File: src/design/hall_commutation_speed_estimator_core_assert.svh
// assertion macros for the hall commutation speed estimator
`ifndef HALL_COMMUTATION_SPEED_ESTIMATOR_CORE_ASSERT_SVH
`define HALL_COMMUTATION_SPEED_ESTIMATOR_CORE_ASSERT_SVH

// same-cycle implication, sampled on clk, off while rst_n is low
`define HCSE_ASSERT_NOW(lbl, ante, cons) \
  lbl: assert property (@(posedge clk) disable iff (!rst_n) (ante) |-> (cons)) \
    else $error("hcse check failed");

// next-cycle implication, sampled on clk, off while rst_n is low
`define HCSE_ASSERT_NEXT(lbl, ante, cons) \
  lbl: assert property (@(posedge clk) disable iff (!rst_n) (ante) |=> (cons)) \
    else $error("hcse check failed");

`endif

File: src/design/hcse_pkg.sv
// shared types, constants and microcode for the hall commutation speed estimator
`default_nettype none

package hcse_pkg;

  localparam int PC_W       = 5;
  localparam int HALL_W     = 3;
  localparam int MODE_W     = 2;
  localparam int GAIN_W     = 11;
  localparam int CNT_W      = 16;
  localparam int RPM_W      = 17;
  localparam int PROD_W     = GAIN_W + RPM_W;
  localparam int Q_FRAC     = 10;
  localparam int ACC_W      = PROD_W - Q_FRAC + 1;
  localparam int CFG_IDX_W  = 3;
  localparam int CFG_DATA_W = 17;
  localparam int DIV_CNT_W  = 5;

  localparam logic [CNT_W-1:0]     CNT_MAX   = '1;
  localparam logic [RPM_W-1:0]     RPM_MAX   = '1;
  localparam logic [DIV_CNT_W-1:0] DIV_STEPS = DIV_CNT_W'(RPM_W);

  // register reset values
  localparam logic [MODE_W-1:0] DRIVE_MODE_RST  = 2'd2;
  localparam logic [GAIN_W-1:0] GAIN_NEW_RST    = 11'd355;
  localparam logic [GAIN_W-1:0] GAIN_OLD_RST    = 11'd669;
  localparam logic [RPM_W-1:0]  RPM_COEFF_RST   = 17'd30000;
  localparam logic [CNT_W-1:0]  STALL_LIMIT_RST = 16'd2000;

  // register indexes
  localparam logic [CFG_IDX_W-1:0] CFG_DRIVE_MODE  = 3'd0;
  localparam logic [CFG_IDX_W-1:0] CFG_GAIN_NEW    = 3'd1;
  localparam logic [CFG_IDX_W-1:0] CFG_GAIN_OLD    = 3'd2;
  localparam logic [CFG_IDX_W-1:0] CFG_RPM_COEFF   = 3'd3;
  localparam logic [CFG_IDX_W-1:0] CFG_STALL_LIMIT = 3'd4;

  // run modes that drive the bridge
  localparam logic [MODE_W-1:0] MODE_COMM_A = 2'd1;
  localparam logic [MODE_W-1:0] MODE_COMM_B = 2'd2;

  // bridge patterns
  localparam logic [2:0] PAT_NONE = 3'd0;
  localparam logic [2:0] PAT_Q16  = 3'd1;
  localparam logic [2:0] PAT_Q25  = 3'd2;
  localparam logic [2:0] PAT_Q32  = 3'd3;
  localparam logic [2:0] PAT_Q41  = 3'd4;
  localparam logic [2:0] PAT_Q54  = 3'd5;
  localparam logic [2:0] PAT_Q63  = 3'd6;

  typedef struct packed {
    logic [HALL_W-1:0] hall_code;
    logic              drive_enable;
  } in_item_t;

  typedef struct packed {
    logic             commutate;
    logic [2:0]       phase_pattern;
    logic [RPM_W-1:0] rpm_est;
    logic [RPM_W-1:0] rpm_est_filt;
    logic             stall_res;
  } out_item_t;

  typedef enum logic [2:0] {
    C_NEVER, C_ALWAYS, C_NO_ITEM, C_NOT_EN, C_SAME, C_DIV_BUSY, C_NO_STALL
  } cond_e;

  typedef enum logic [2:0] {
    MUL_NONE, MUL_GO_CF, MUL_GN_TC, MUL_GO_RS, MUL_GN_RNOW
  } mul_sel_e;

  typedef enum logic [1:0] {
    ACC_HOLD, ACC_LOAD, ACC_ADD
  } acc_op_e;

  typedef enum logic [2:0] {
    WR_NONE, WR_CF, WR_RNOW, WR_RS, WR_TC_CLR, WR_TC_INC, WR_STALL
  } wr_e;

  typedef struct packed {
    cond_e           cond;
    logic [PC_W-1:0] target;
    mul_sel_e        mul;
    acc_op_e         acc;
    wr_e             wr;
    logic            set_chg;
    logic            div_start;
    logic            emit;
  } uword_t;

  typedef struct packed {
    logic item;
    logic enable;
    logic same;
    logic div_busy;
    logic stall_hit;
    logic out_busy;
  } status_t;

  // named program addresses
  localparam logic [PC_W-1:0] ST_WAIT     = 5'd0;
  localparam logic [PC_W-1:0] ST_CHK_EN   = 5'd1;
  localparam logic [PC_W-1:0] ST_CHK_HALL = 5'd2;
  localparam logic [PC_W-1:0] ST_CHANGE   = 5'd3;
  localparam logic [PC_W-1:0] ST_DIV_WAIT = 5'd8;
  localparam logic [PC_W-1:0] ST_INC      = 5'd14;
  localparam logic [PC_W-1:0] ST_EMIT     = 5'd17;

  localparam uword_t UWORD_NOP = '{
    cond: C_NEVER, target: ST_WAIT, mul: MUL_NONE, acc: ACC_HOLD,
    wr: WR_NONE, set_chg: 1'b0, div_start: 1'b0, emit: 1'b0
  };

  function automatic logic [2:0] pattern_of_hall(input logic [HALL_W-1:0] hall);
    logic [2:0] p;
    case (hall)
      3'd1:    p = PAT_Q16;
      3'd2:    p = PAT_Q32;
      3'd3:    p = PAT_Q63;
      3'd4:    p = PAT_Q54;
      3'd5:    p = PAT_Q41;
      3'd6:    p = PAT_Q25;
      default: p = PAT_NONE;
    endcase
    return p;
  endfunction

  // microprogram
  function automatic uword_t ucode(input logic [PC_W-1:0] pc);
    uword_t w;
    w = UWORD_NOP;
    case (pc)
      ST_WAIT: begin
        w.cond   = C_NO_ITEM;
        w.target = ST_WAIT;
      end
      ST_CHK_EN: begin
        w.cond   = C_NOT_EN;
        w.target = ST_EMIT;
      end
      ST_CHK_HALL: begin
        w.cond   = C_SAME;
        w.target = ST_INC;
      end
      // count filter: old part, then new part
      ST_CHANGE: begin
        w.mul     = MUL_GO_CF;
        w.set_chg = 1'b1;
      end
      5'd4: begin
        w.acc = ACC_LOAD;
        w.mul = MUL_GN_TC;
      end
      5'd5: w.acc = ACC_ADD;
      5'd6: w.wr  = WR_CF;
      5'd7: begin
        w.wr        = WR_TC_CLR;
        w.div_start = 1'b1;
      end
      ST_DIV_WAIT: begin
        w.cond   = C_DIV_BUSY;
        w.target = ST_DIV_WAIT;
      end
      5'd9:  w.wr = WR_RNOW;
      // speed filter
      5'd10: w.mul = MUL_GO_RS;
      5'd11: begin
        w.acc = ACC_LOAD;
        w.mul = MUL_GN_RNOW;
      end
      5'd12: w.acc = ACC_ADD;
      5'd13: begin
        w.wr     = WR_RS;
        w.cond   = C_ALWAYS;
        w.target = ST_EMIT;
      end
      ST_INC: w.wr = WR_TC_INC;
      5'd15: begin
        w.cond   = C_NO_STALL;
        w.target = ST_EMIT;
      end
      5'd16: w.wr = WR_STALL;
      ST_EMIT: w.emit = 1'b1;
      default: begin
        w.cond   = C_ALWAYS;
        w.target = ST_WAIT;
      end
    endcase
    return w;
  endfunction

endpackage

`default_nettype wire

File: src/design/hcse_div.sv
// restoring divider, one quotient bit per cycle
`default_nettype none

module hcse_div
  import hcse_pkg::*;
(
  input  wire logic             clk,
  input  wire logic             rst_n,
  input  wire logic             start,
  input  wire logic [RPM_W-1:0] dividend,
  input  wire logic [CNT_W-1:0] divisor,
  output logic                  busy,
  output logic [RPM_W-1:0]      quotient
);

  logic                 busy_r, busy_nxt;
  logic [DIV_CNT_W-1:0] cnt_r, cnt_nxt;
  logic [CNT_W-1:0]     rem_r, rem_nxt;
  logic [RPM_W-1:0]     quo_r, quo_nxt;
  logic [CNT_W-1:0]     den_r, den_nxt;
  logic [CNT_W:0]       rem_sh;
  logic [CNT_W:0]       diff;
  logic                 ge;

  always_comb begin
    rem_sh   = {rem_r, quo_r[RPM_W-1]};
    diff     = rem_sh - {1'b0, den_r};
    ge       = rem_sh >= {1'b0, den_r};
    busy_nxt = busy_r;
    cnt_nxt  = cnt_r;
    rem_nxt  = rem_r;
    quo_nxt  = quo_r;
    den_nxt  = den_r;
    if (start) begin
      busy_nxt = 1'b1;
      cnt_nxt  = DIV_STEPS;
      rem_nxt  = '0;
      quo_nxt  = dividend;
      den_nxt  = divisor;
    end else if (busy_r) begin
      rem_nxt  = ge ? diff[CNT_W-1:0] : rem_sh[CNT_W-1:0];
      quo_nxt  = {quo_r[RPM_W-2:0], ge};
      cnt_nxt  = cnt_r - DIV_CNT_W'(1);
      busy_nxt = cnt_r != DIV_CNT_W'(1);
    end
  end

  always_ff @(posedge clk) begin
    if (!rst_n) begin
      busy_r <= 1'b0;
      cnt_r  <= '0;
    end else begin
      busy_r <= busy_nxt;
      cnt_r  <= cnt_nxt;
    end
  end

  always_ff @(posedge clk) begin
    rem_r <= rem_nxt;
    quo_r <= quo_nxt;
    den_r <= den_nxt;
  end

  assign busy     = busy_r;
  assign quotient = quo_r;

endmodule

`default_nettype wire

File: src/design/hcse_seq.sv
// microcode sequencer: step counter, control store and jump logic
`default_nettype none

module hcse_seq
  import hcse_pkg::*;
(
  input  wire logic    clk,
  input  wire logic    rst_n,
  input  wire status_t st,
  output uword_t       uw,
  output logic         idle
);

  logic [PC_W-1:0] pc_r, pc_nxt;
  logic            cond_hit;

  // control word out of the program table
  always_comb begin
    uw   = ucode(pc_r);
    idle = pc_r == ST_WAIT;
  end

  // next step
  always_comb begin
    case (uw.cond)
      C_NEVER:    cond_hit = 1'b0;
      C_ALWAYS:   cond_hit = 1'b1;
      C_NO_ITEM:  cond_hit = !st.item;
      C_NOT_EN:   cond_hit = !st.enable;
      C_SAME:     cond_hit = st.same;
      C_DIV_BUSY: cond_hit = st.div_busy;
      C_NO_STALL: cond_hit = !st.stall_hit;
      default:    cond_hit = 1'b0;
    endcase
    if (uw.emit) begin
      pc_nxt = st.out_busy ? pc_r : ST_WAIT;
    end else if (cond_hit) begin
      pc_nxt = uw.target;
    end else begin
      pc_nxt = pc_r + PC_W'(1);
    end
  end

  always_ff @(posedge clk) begin
    if (!rst_n) begin
      pc_r <= ST_WAIT;
    end else begin
      pc_r <= pc_nxt;
    end
  end

endmodule

`default_nettype wire

File: src/design/hcse_dp.sv
// datapath: registers, state, shared multiplier, accumulator, divider, result register
`default_nettype none

module hcse_dp
  import hcse_pkg::*;
(
  input  wire logic                  clk,
  input  wire logic                  rst_n,
  input  wire uword_t                uw,
  input  wire logic                  item,
  input  wire in_item_t              in_data,
  input  wire logic                  cfg_valid,
  input  wire logic [CFG_IDX_W-1:0]  cfg_index,
  input  wire logic [CFG_DATA_W-1:0] cfg_data,
  input  wire logic                  out_ready,
  output logic                       out_valid,
  output out_item_t                  out_data,
  output status_t                    st
);

  // configuration
  logic [MODE_W-1:0] drive_mode_r, drive_mode_nxt;
  logic [GAIN_W-1:0] gain_new_r, gain_new_nxt;
  logic [GAIN_W-1:0] gain_old_r, gain_old_nxt;
  logic [RPM_W-1:0]  rpm_coeff_r, rpm_coeff_nxt;
  logic [CNT_W-1:0]  stall_limit_r, stall_limit_nxt;

  // tracked state
  logic [HALL_W-1:0] last_hall_r, last_hall_nxt;
  logic [CNT_W-1:0]  tc_r, tc_nxt;
  logic [CNT_W-1:0]  cf_r, cf_nxt;
  logic [RPM_W-1:0]  rnow_r, rnow_nxt;
  logic [RPM_W-1:0]  rs_r, rs_nxt;

  // per-item working registers
  logic [HALL_W-1:0] hall_r, hall_nxt;
  logic              en_r, en_nxt;
  logic              chg_r, chg_nxt;
  logic              stall_r, stall_nxt;
  logic [PROD_W-1:0] prod_r, prod_nxt;
  logic [ACC_W-1:0]  acc_r, acc_nxt;
  logic              out_valid_r, out_valid_nxt;
  out_item_t         out_r, out_nxt;

  logic [GAIN_W-1:0] mul_gain;
  logic [RPM_W-1:0]  mul_x;
  logic [ACC_W-1:0]  prod_q;
  logic              div_busy;
  logic [RPM_W-1:0]  div_quo;
  logic              out_busy;
  logic              fire;
  logic              mode_ok;
  logic [2:0]        pat;

  hcse_div u_div (
    .clk      (clk),
    .rst_n    (rst_n),
    .start    (uw.div_start),
    .dividend (rpm_coeff_r),
    .divisor  (cf_r),
    .busy     (div_busy),
    .quotient (div_quo)
  );

  assign out_busy = out_valid_r && !out_ready;
  assign fire     = uw.emit && !out_busy;
  assign mode_ok  = (drive_mode_r == MODE_COMM_A) || (drive_mode_r == MODE_COMM_B);
  assign pat      = (chg_r && mode_ok) ? pattern_of_hall(hall_r) : PAT_NONE;
  assign prod_q   = ACC_W'(prod_r[PROD_W-1:Q_FRAC]);

  always_comb begin
    st.item      = item;
    st.enable    = en_r;
    st.same      = hall_r == last_hall_r;
    st.div_busy  = div_busy;
    st.stall_hit = tc_r >= stall_limit_r;
    st.out_busy  = out_busy;
  end

  // register writes
  always_comb begin
    drive_mode_nxt  = drive_mode_r;
    gain_new_nxt    = gain_new_r;
    gain_old_nxt    = gain_old_r;
    rpm_coeff_nxt   = rpm_coeff_r;
    stall_limit_nxt = stall_limit_r;
    if (cfg_valid) begin
      case (cfg_index)
        CFG_DRIVE_MODE:  drive_mode_nxt  = cfg_data[MODE_W-1:0];
        CFG_GAIN_NEW:    gain_new_nxt    = cfg_data[GAIN_W-1:0];
        CFG_GAIN_OLD:    gain_old_nxt    = cfg_data[GAIN_W-1:0];
        CFG_RPM_COEFF:   rpm_coeff_nxt   = cfg_data[RPM_W-1:0];
        CFG_STALL_LIMIT: stall_limit_nxt = cfg_data[CNT_W-1:0];
        default:         drive_mode_nxt  = drive_mode_r;
      endcase
    end
  end

  // multiplier operands
  always_comb begin
    case (uw.mul)
      MUL_GO_CF: begin
        mul_gain = gain_old_r;
        mul_x    = RPM_W'(cf_r);
      end
      MUL_GN_TC: begin
        mul_gain = gain_new_r;
        mul_x    = RPM_W'(tc_r);
      end
      MUL_GO_RS: begin
        mul_gain = gain_old_r;
        mul_x    = rs_r;
      end
      MUL_GN_RNOW: begin
        mul_gain = gain_new_r;
        mul_x    = rnow_r;
      end
      default: begin
        mul_gain = gain_new_r;
        mul_x    = rnow_r;
      end
    endcase
  end

  always_comb begin
    prod_nxt = (uw.mul == MUL_NONE) ? prod_r : PROD_W'(mul_gain) * PROD_W'(mul_x);

    case (uw.acc)
      ACC_LOAD: acc_nxt = prod_q;
      ACC_ADD:  acc_nxt = acc_r + prod_q;
      default:  acc_nxt = acc_r;
    endcase

    hall_nxt  = hall_r;
    en_nxt    = en_r;
    chg_nxt   = chg_r || uw.set_chg;
    stall_nxt = stall_r;
    if (item) begin
      hall_nxt  = in_data.hall_code;
      en_nxt    = in_data.drive_enable;
      chg_nxt   = 1'b0;
      stall_nxt = 1'b0;
    end

    tc_nxt   = tc_r;
    cf_nxt   = cf_r;
    rnow_nxt = rnow_r;
    rs_nxt   = rs_r;
    case (uw.wr)
      WR_CF:     cf_nxt = (acc_r > ACC_W'(CNT_MAX)) ? CNT_MAX : acc_r[CNT_W-1:0];
      WR_RNOW:   rnow_nxt = (cf_r == '0) ? rpm_coeff_r : div_quo;
      WR_RS:     rs_nxt = (acc_r > ACC_W'(RPM_MAX)) ? RPM_MAX : acc_r[RPM_W-1:0];
      WR_TC_CLR: tc_nxt = '0;
      WR_TC_INC: tc_nxt = tc_r + CNT_W'(1);
      WR_STALL: begin
        tc_nxt    = '0;
        rs_nxt    = '0;
        stall_nxt = 1'b1;
      end
      default:   tc_nxt = tc_r;
    endcase

    last_hall_nxt = fire ? hall_r : last_hall_r;

    out_valid_nxt = out_valid_r && !out_ready;
    out_nxt       = out_r;
    if (fire) begin
      out_valid_nxt         = 1'b1;
      out_nxt.commutate     = pat != PAT_NONE;
      out_nxt.phase_pattern = pat;
      out_nxt.rpm_est       = rnow_r;
      out_nxt.rpm_est_filt  = rs_r;
      out_nxt.stall_res     = stall_r;
    end
  end

  always_ff @(posedge clk) begin
    if (!rst_n) begin
      drive_mode_r  <= DRIVE_MODE_RST;
      gain_new_r    <= GAIN_NEW_RST;
      gain_old_r    <= GAIN_OLD_RST;
      rpm_coeff_r   <= RPM_COEFF_RST;
      stall_limit_r <= STALL_LIMIT_RST;
      last_hall_r   <= '0;
      tc_r          <= '0;
      cf_r          <= '0;
      rnow_r        <= '0;
      rs_r          <= '0;
      chg_r         <= 1'b0;
      stall_r       <= 1'b0;
      out_valid_r   <= 1'b0;
    end else begin
      drive_mode_r  <= drive_mode_nxt;
      gain_new_r    <= gain_new_nxt;
      gain_old_r    <= gain_old_nxt;
      rpm_coeff_r   <= rpm_coeff_nxt;
      stall_limit_r <= stall_limit_nxt;
      last_hall_r   <= last_hall_nxt;
      tc_r          <= tc_nxt;
      cf_r          <= cf_nxt;
      rnow_r        <= rnow_nxt;
      rs_r          <= rs_nxt;
      chg_r         <= chg_nxt;
      stall_r       <= stall_nxt;
      out_valid_r   <= out_valid_nxt;
    end
  end

  always_ff @(posedge clk) begin
    hall_r <= hall_nxt;
    en_r   <= en_nxt;
    prod_r <= prod_nxt;
    acc_r  <= acc_nxt;
    out_r  <= out_nxt;
  end

  assign out_valid = out_valid_r;
  assign out_data  = out_r;

endmodule

`default_nettype wire

File: src/design/hall_commutation_speed_estimator_core.sv
// top level of the hall six-step commutation and speed estimator
`default_nettype none

// One item per pwm tick: hall code plus drive enable in, one result out
// (bridge pattern, raw and filtered rpm, stall flag). A small microprogram
// steps a shared 11x17 multiplier, an accumulator and a restoring divider.
// With drive disabled an item goes straight to the emit step; an unchanged
// hall code bumps the tick count and may declare a stall; a hall change runs
// the count filter, then waits at the divide wait step while the divider
// forms 17 quotient bits of the rpm coefficient over the filtered count,
// then runs the speed filter. A new item is taken as soon as the sequencer
// is back at its wait step, even while the last result still sits in the
// output register; the final step only stalls while that register is still full.
// Config writes are taken every cycle (cfg_ready tied high) and are meant to
// happen only while the block is idle. No clearing pass after reset: all
// state is in flip-flops.

`include "hall_commutation_speed_estimator_core_assert.svh"

module hall_commutation_speed_estimator_core
  import hcse_pkg::*;
(
  input  wire logic                  clk,
  input  wire logic                  rst_n,
  // tick input
  input  wire logic                  in_valid,
  output logic                       in_ready,
  input  wire in_item_t              in_data,
  // results
  output logic                       out_valid,
  input  wire logic                  out_ready,
  output out_item_t                  out_data,
  // register writes
  input  wire logic                  cfg_valid,
  output logic                       cfg_ready,
  input  wire logic [CFG_IDX_W-1:0]  cfg_index,
  input  wire logic [CFG_DATA_W-1:0] cfg_data
);

  uword_t  uw;
  status_t st;
  logic    idle;
  logic    item;

  // item accepted only at the wait step of the program
  assign in_ready  = idle;
  assign item      = in_valid && in_ready;
  assign cfg_ready = 1'b1;

  hcse_seq u_seq (
    .clk   (clk),
    .rst_n (rst_n),
    .st    (st),
    .uw    (uw),
    .idle  (idle)
  );

  hcse_dp u_dp (
    .clk       (clk),
    .rst_n     (rst_n),
    .uw        (uw),
    .item      (item),
    .in_data   (in_data),
    .cfg_valid (cfg_valid),
    .cfg_index (cfg_index),
    .cfg_data  (cfg_data),
    .out_ready (out_ready),
    .out_valid (out_valid),
    .out_data  (out_data),
    .st        (st)
  );

  // an accepted item leaves the sequencer busy in the next cycle
  `HCSE_ASSERT_NEXT(a_item_busy, item, !in_ready)
  // a commutation always carries a real bridge pattern
  `HCSE_ASSERT_NOW(a_comm_pat, out_valid && out_data.commutate, out_data.phase_pattern != PAT_NONE)
  // a stall tick never commutates
  `HCSE_ASSERT_NOW(a_stall_quiet, out_valid && out_data.stall_res, !out_data.commutate)

endmodule

`default_nettype wire
File: config.mk
export PLATFORM = sky130hd
export DESIGN_NAME = hall_commutation_speed_estimator_core
export DESIGN_NICKNAME = d
export VERILOG_FILES = /design/src/design/hcse_pkg.sv /design/src/design/hcse_div.sv /design/src/design/hcse_seq.sv /design/src/design/hcse_dp.sv /design/src/design/hall_commutation_speed_estimator_core.sv
export VERILOG_INCLUDE_DIRS = /design/src /design/src/design
export SDC_FILE = /design/constraint.sdc
export NUM_CORES = 1
export LEC_CHECK = 0
export ABC_CLOCK_PERIOD_IN_PS = 10800
export BUFFER_PORTS_ARGS = -buffer_cell sky130_fd_sc_hd__buf_4
export CAP_MARGIN = 10
export CORE_MARGIN = 2
export CORE_UTILIZATION = 58
export CTS_BUF_LIST = sky130_fd_sc_hd__clkbuf_8
export DETAILED_ROUTE_END_ITERATION = 7
export HOLD_SLACK_MARGIN = 0.03
export PLACE_DENSITY = 0.85
export SYNTH_ARGS = -nofsm -noshare
export SYNTH_HDL_FRONTEND = slang
export SYNTH_SLANG_ARGS = --single-unit
File: constraint.sdc
create_clock -name clk -period 10.8 [get_ports clk]
set_clock_uncertainty 0.15 [all_clocks]
set_input_delay 0.54 -clock clk [delete_from_list [all_inputs] [get_ports clk]]
set_output_delay 0.54 -clock clk [all_outputs]
set_load 0.01 [all_outputs]
==> flow_results.org <==
** Outcome
- The run finished with clean final reports.

** Critical path
- STA classifies the critical path startpoint as a flip-flop.
- STA puts the critical path data arrival time at 8.26 ns.
- The worst setup path is captured at a flip-flop.
- Data on the critical path is required at its endpoint by 10.98 ns.
- In this run the worst path has a maximum fanout of 33.
- The critical path is of the flip-flop to flip-flop type.

** STA
- Maximum achievable frequency :: 123.7 MHz
- Transition time at the pin with the least slew margin :: 1.104 ns
- The number of max-slew violations in the final report is 0.
- The final critical path takes up 74.83% of the cycle.
- Final number of setup-violating endpoints :: 0
- Total negative setup slack :: 0 ns
- Worst-case headroom to the max-slew limit :: 24.31%
- The final number of hold-violating endpoints came to 0.
- RSZ-0062 raised after global routing :: false
- Final critical delay including setup and external delays :: 8.081 ns

** Cells and area
- Number of nets in the layout :: 2350
- Area added between synthesis and finish :: 10.10%
- Number of filler cells placed in the layout :: 2477
- Area used by multi-input combinational logic :: 10950 um^2
- Fraction of layout cells with a size suffix above 1 :: 10.00%
- Number of diodes :: 0
- Registers take 6516 um^2.

** Synth
- Proportion of register bits with asynchronous set or reset after synthesis :: 0%
- Number of flops mapped to enable cells by yosys :: 113
- Synth warnings :: 0
- Mapped cell area :: 18540 um^2
- Post-synthesis cell type with the largest combined area :: edfxtp_1
- Number of distinct library cell variants in the gate-level netlist after synthesis :: 71
- Synthesized instance count :: 2005
- Each instance of the synthesized netlist takes up on average 9.245 um^2.
- Sequential-to-total area share from yosys stat :: 35.16%
- Main combinational cell family by area after synthesis :: adder cells
- XOR/XNOR share of the synthesized area :: 3.119%
- Summing the areas of all compound-gate instances in the mapped netlist gives 11.89% of the synthesized area.
- The share of synthesized area in the top cell type comes to 18.31%.
- The most used flip-flop cell after synthesis is dfxtp_1.
- After Yosys synthesis, full adders, half adders and majority gates account for 22.82% of the synthesized area.
- Seq cells post-synth :: 269
- The number of nets in the synthesized netlist is 2291.
- Multiplexer cells account for 4.050% of the synthesized area.
- Share of synthesized cell area in and, or, nand and nor gates :: 16.96%
- Most area-consuming cells after synthesis :: edfxtp_1 (18%), dfxtp_1 (17%), fa_1 (15%), ha_1 (8.2%), nand2_1 (6.8%)

** Detailed routing
- After detailed routing, the total wire length is 49190 um.
- Via count :: 15006
- In the final routed layout, each cell accounts on average for 19.67 um.
- In the routed design, unresolved DRC markers number 0.
- DRC marker count from the first detailed-route iteration :: 1280
- Number of nets with antenna violations after routing :: 0
- The first TritonRoute pass finished after 8 iterations.
- Number of vias per cell :: 6.000

** Clock network
- Clock-pin slew was measured on the worst setup and hold paths at 0.06 ns.
- For this design, the CTS-stage hold fixing added 4 buffers.
- CTS Buffer Depth :: 3
- CTS placed an instance of clkbuf_8 at the clock tree root.
- The number of gates resized after CTS was 0.
- Skew-Pair Late Insertion Delay :: 0.58 ns
- Sinks on the clock net :: 269
- TritonCTS built the clock tree.
- Buffer count from post-CTS setup fixing :: 0
- The H-tree was split into 2 levels.
- Clock tree synthesis inserted a total of 44 buffers.

** Place
- Last weighted congestion value of the routability-driven placer :: 0.9782
- Post-detailed-placement half-perimeter wirelength :: 37160 um
- In this run the tool buffered the top-level ports with 69 buffer cells.

** Power
- Overall power of the completed layout :: 3.209 mW
- In this run the power density over the cells is 157.3 nW/um^2.
- Across the VDD grid, the largest voltage drop is 92.12 uV.
- Pleak :: 9.151 nW

** Hold path
- Worst min-delay path class :: input port to flip-flop

** Global routing
- First-pass GRT wire length :: 78580 um
- The via count of the first global-routing pass is 14998.
- Total track usage :: 30.00%
- Antenna violations before repair :: 0
- Global routing finished with a remaining overflow of 0.
- Largest net degree at the start of global routing :: 73

** Die
- Boundary pin count :: 71
- The die covers 33400 um^2.
- Measured along the x axis, the die boundary spans 182.8 um.
- Die Y :: 182.8 um
- Standard-cell rows :: 65
- Initial Utilization :: 58.89%
- The region available for standard cell placement spans 31470 um^2.

** Job
- Max-cap violations :: 0
## flip-flops by register name (all words and copies together) (netlist names), 5 cells and up
name and cells:
u_dp.u_div.den_r 16, u_dp.gain_old_r 11, u_dp.prod_r 18, u_dp.rnow_r 17, u_dp.u_div.quotient 17, u_dp.u_div.rem_r 16, u_dp.u_div.cnt_r 5, u_dp.tc_r 16
u_dp.stall_limit_r 16, u_dp.acc_r 19, u_dp.gain_new_r 11, u_dp.cf_r 16, u_dp.rpm_coeff_r 17, u_dp.out_data 39, u_seq.pc_r 5, u_dp.rs_r 17
## cells by family (layout without fill, tap and decap cells)
| family | Yosys count | count (layout) |
|---|---|---|
| AO/OA/AOI/OAI | 327 | 327 |
| XOR/XNOR | 66 | 66 |
| multiplexers | 72 | 72 |
| other | 1 | 1 |
| buffers and inverters | 292 | 386 |
| AND/OR/NAND/NOR | 721 | 721 |
| flip-flops | 269 | 269 |
| adder cells (fa/ha/maj) | 257 | 257 |
## stage by stage
step                      setup WS [ns]  util [%]  area [um^2]  instances  hold slack, ns
after floorplan                   3.351         -        18540       2005          0.2581
after global placement            3.000     61.71        19420       2416          0.2656
after detailed placement          2.798     61.71        19420       2416          0.2724
after CTS                         2.781     64.84        20410       2501         0.03356
after global routing              2.275     64.84        20410       2501         0.05096
final                             2.719     64.84        20410       2501         0.05045
## per-layer routing
metal / track usage, % / up-vias / wire length (um) / share of wire, %
li1: - / 6886 / - / -
met1: 38.28 / 7332 / 19650 / 40
met2: 49.26 / 640 / 23330 / 47
met3: 6.394 / 148 / 3899 / 7.9
met4: 13.74 / 0 / 2307 / 4.7
met5: 0 / - / 0 / 0
## Yosys cell counts, types with 14 or more instances
cell type,n
ha_1,122
a21oi_1,115
o221a_2,16
nor2_1,184
inv_1,213
nand3_1,58
mux2i_1,48
nor3_1,31
dfxtp_1,156
edfxtp_1,113
mux2_2,24
fa_1,135
a22oi_1,15
nand2_1,335
a211oi_1,29
nand2b_1,16
xnor2_1,38
clkbuf_1,67
o21ai_0,48
xor2_1,28
a21o_1,32
or3_1,14
and2_1,16
## where the power goes
group	total [mW]	switching [mW]	internal, mW
clock	0.950	0.418	0.532
sequential	1.29	0.105	1.18
combinational	0.972	0.579	0.393
## layout make-up
| class | count | area share [%] |
|---|---|---|
| sequential | 269 | 31.93 |
| multi-input combinational | 1444 | 53.64 |
| clock buffer | 55 | 3.709 |
| tap | 402 | 2.465 |
| inverter | 214 | 3.936 |
| timing repair buffer | 91 | 3.397 |
| clock inverter | 26 | 0.9197 |
## cells in the final DEF (no fill, tap or decap), types with 8 or more instances in the layout
cell type,synthesis,layout
ha_1,122,122
clkbuf_8,0,55
o221a_2,16,16
nor4_1,12,12
buf_4,1,87
o21ai_0,48,48
and3_1,10,10
xnor2_1,38,38
mux2i_1,48,48
nand3_1,58,58
nor2_1,184,182
nor3_1,31,31
a31oi_1,8,8
nand4_1,13,13
inv_1,213,227
or3_1,14,14
nand2b_1,16,16
and2_1,16,16
xor2_1,28,28
nand2_1,335,335
o211ai_1,9,9
a21o_1,32,32
dfxtp_1,156,156
a21oi_1,115,115
fa_1,135,135
edfxtp_1,113,113
a22oi_1,15,15
nor2b_1,13,13
mux2_2,24,24
a211oi_1,29,29
## final timing paths
path / endpoint / depth (start not counted) / from / slack (ns)
setup reg to reg: u_dp.prod_r[27] / 25 / u_seq.pc_r[0] / 2.72
hold reg to reg: u_dp.out_data[0] / 0 / u_dp.stall_r / 0.30
setup / recovery: u_dp.prod_r[27] / 25 / u_seq.pc_r[0] / 2.72
hold / removal: u_dp.rpm_coeff_r[13] / 3 / cfg_data[13] / 0.05
## worst max-delay path, stage by stage, from the launching register on
cell      delay, ns
dfxtp_1        0.38
inv_1          0.12
ha_1           0.36
nor4bb_4       1.01
a211oi_4       0.01
buf_4          0.29
a21oi_1        0.45
nor2_1         0.14
fa_1           0.53
inv_1          0.06
fa_1           0.54
inv_1          0.06
fa_1           0.51
fa_1           0.56
inv_1          0.06
fa_1           0.53
inv_1          0.05
ha_1           0.37
a21o_1         0.22
a21o_1         0.17
a21oi_1        0.14
o21ai_0        0.11
a221o_1        0.35
o41ai_2        0.40
o21bai_1       0.13
xnor2_1        0.13
No activity file was read; power rests on OpenSTA's default activity.
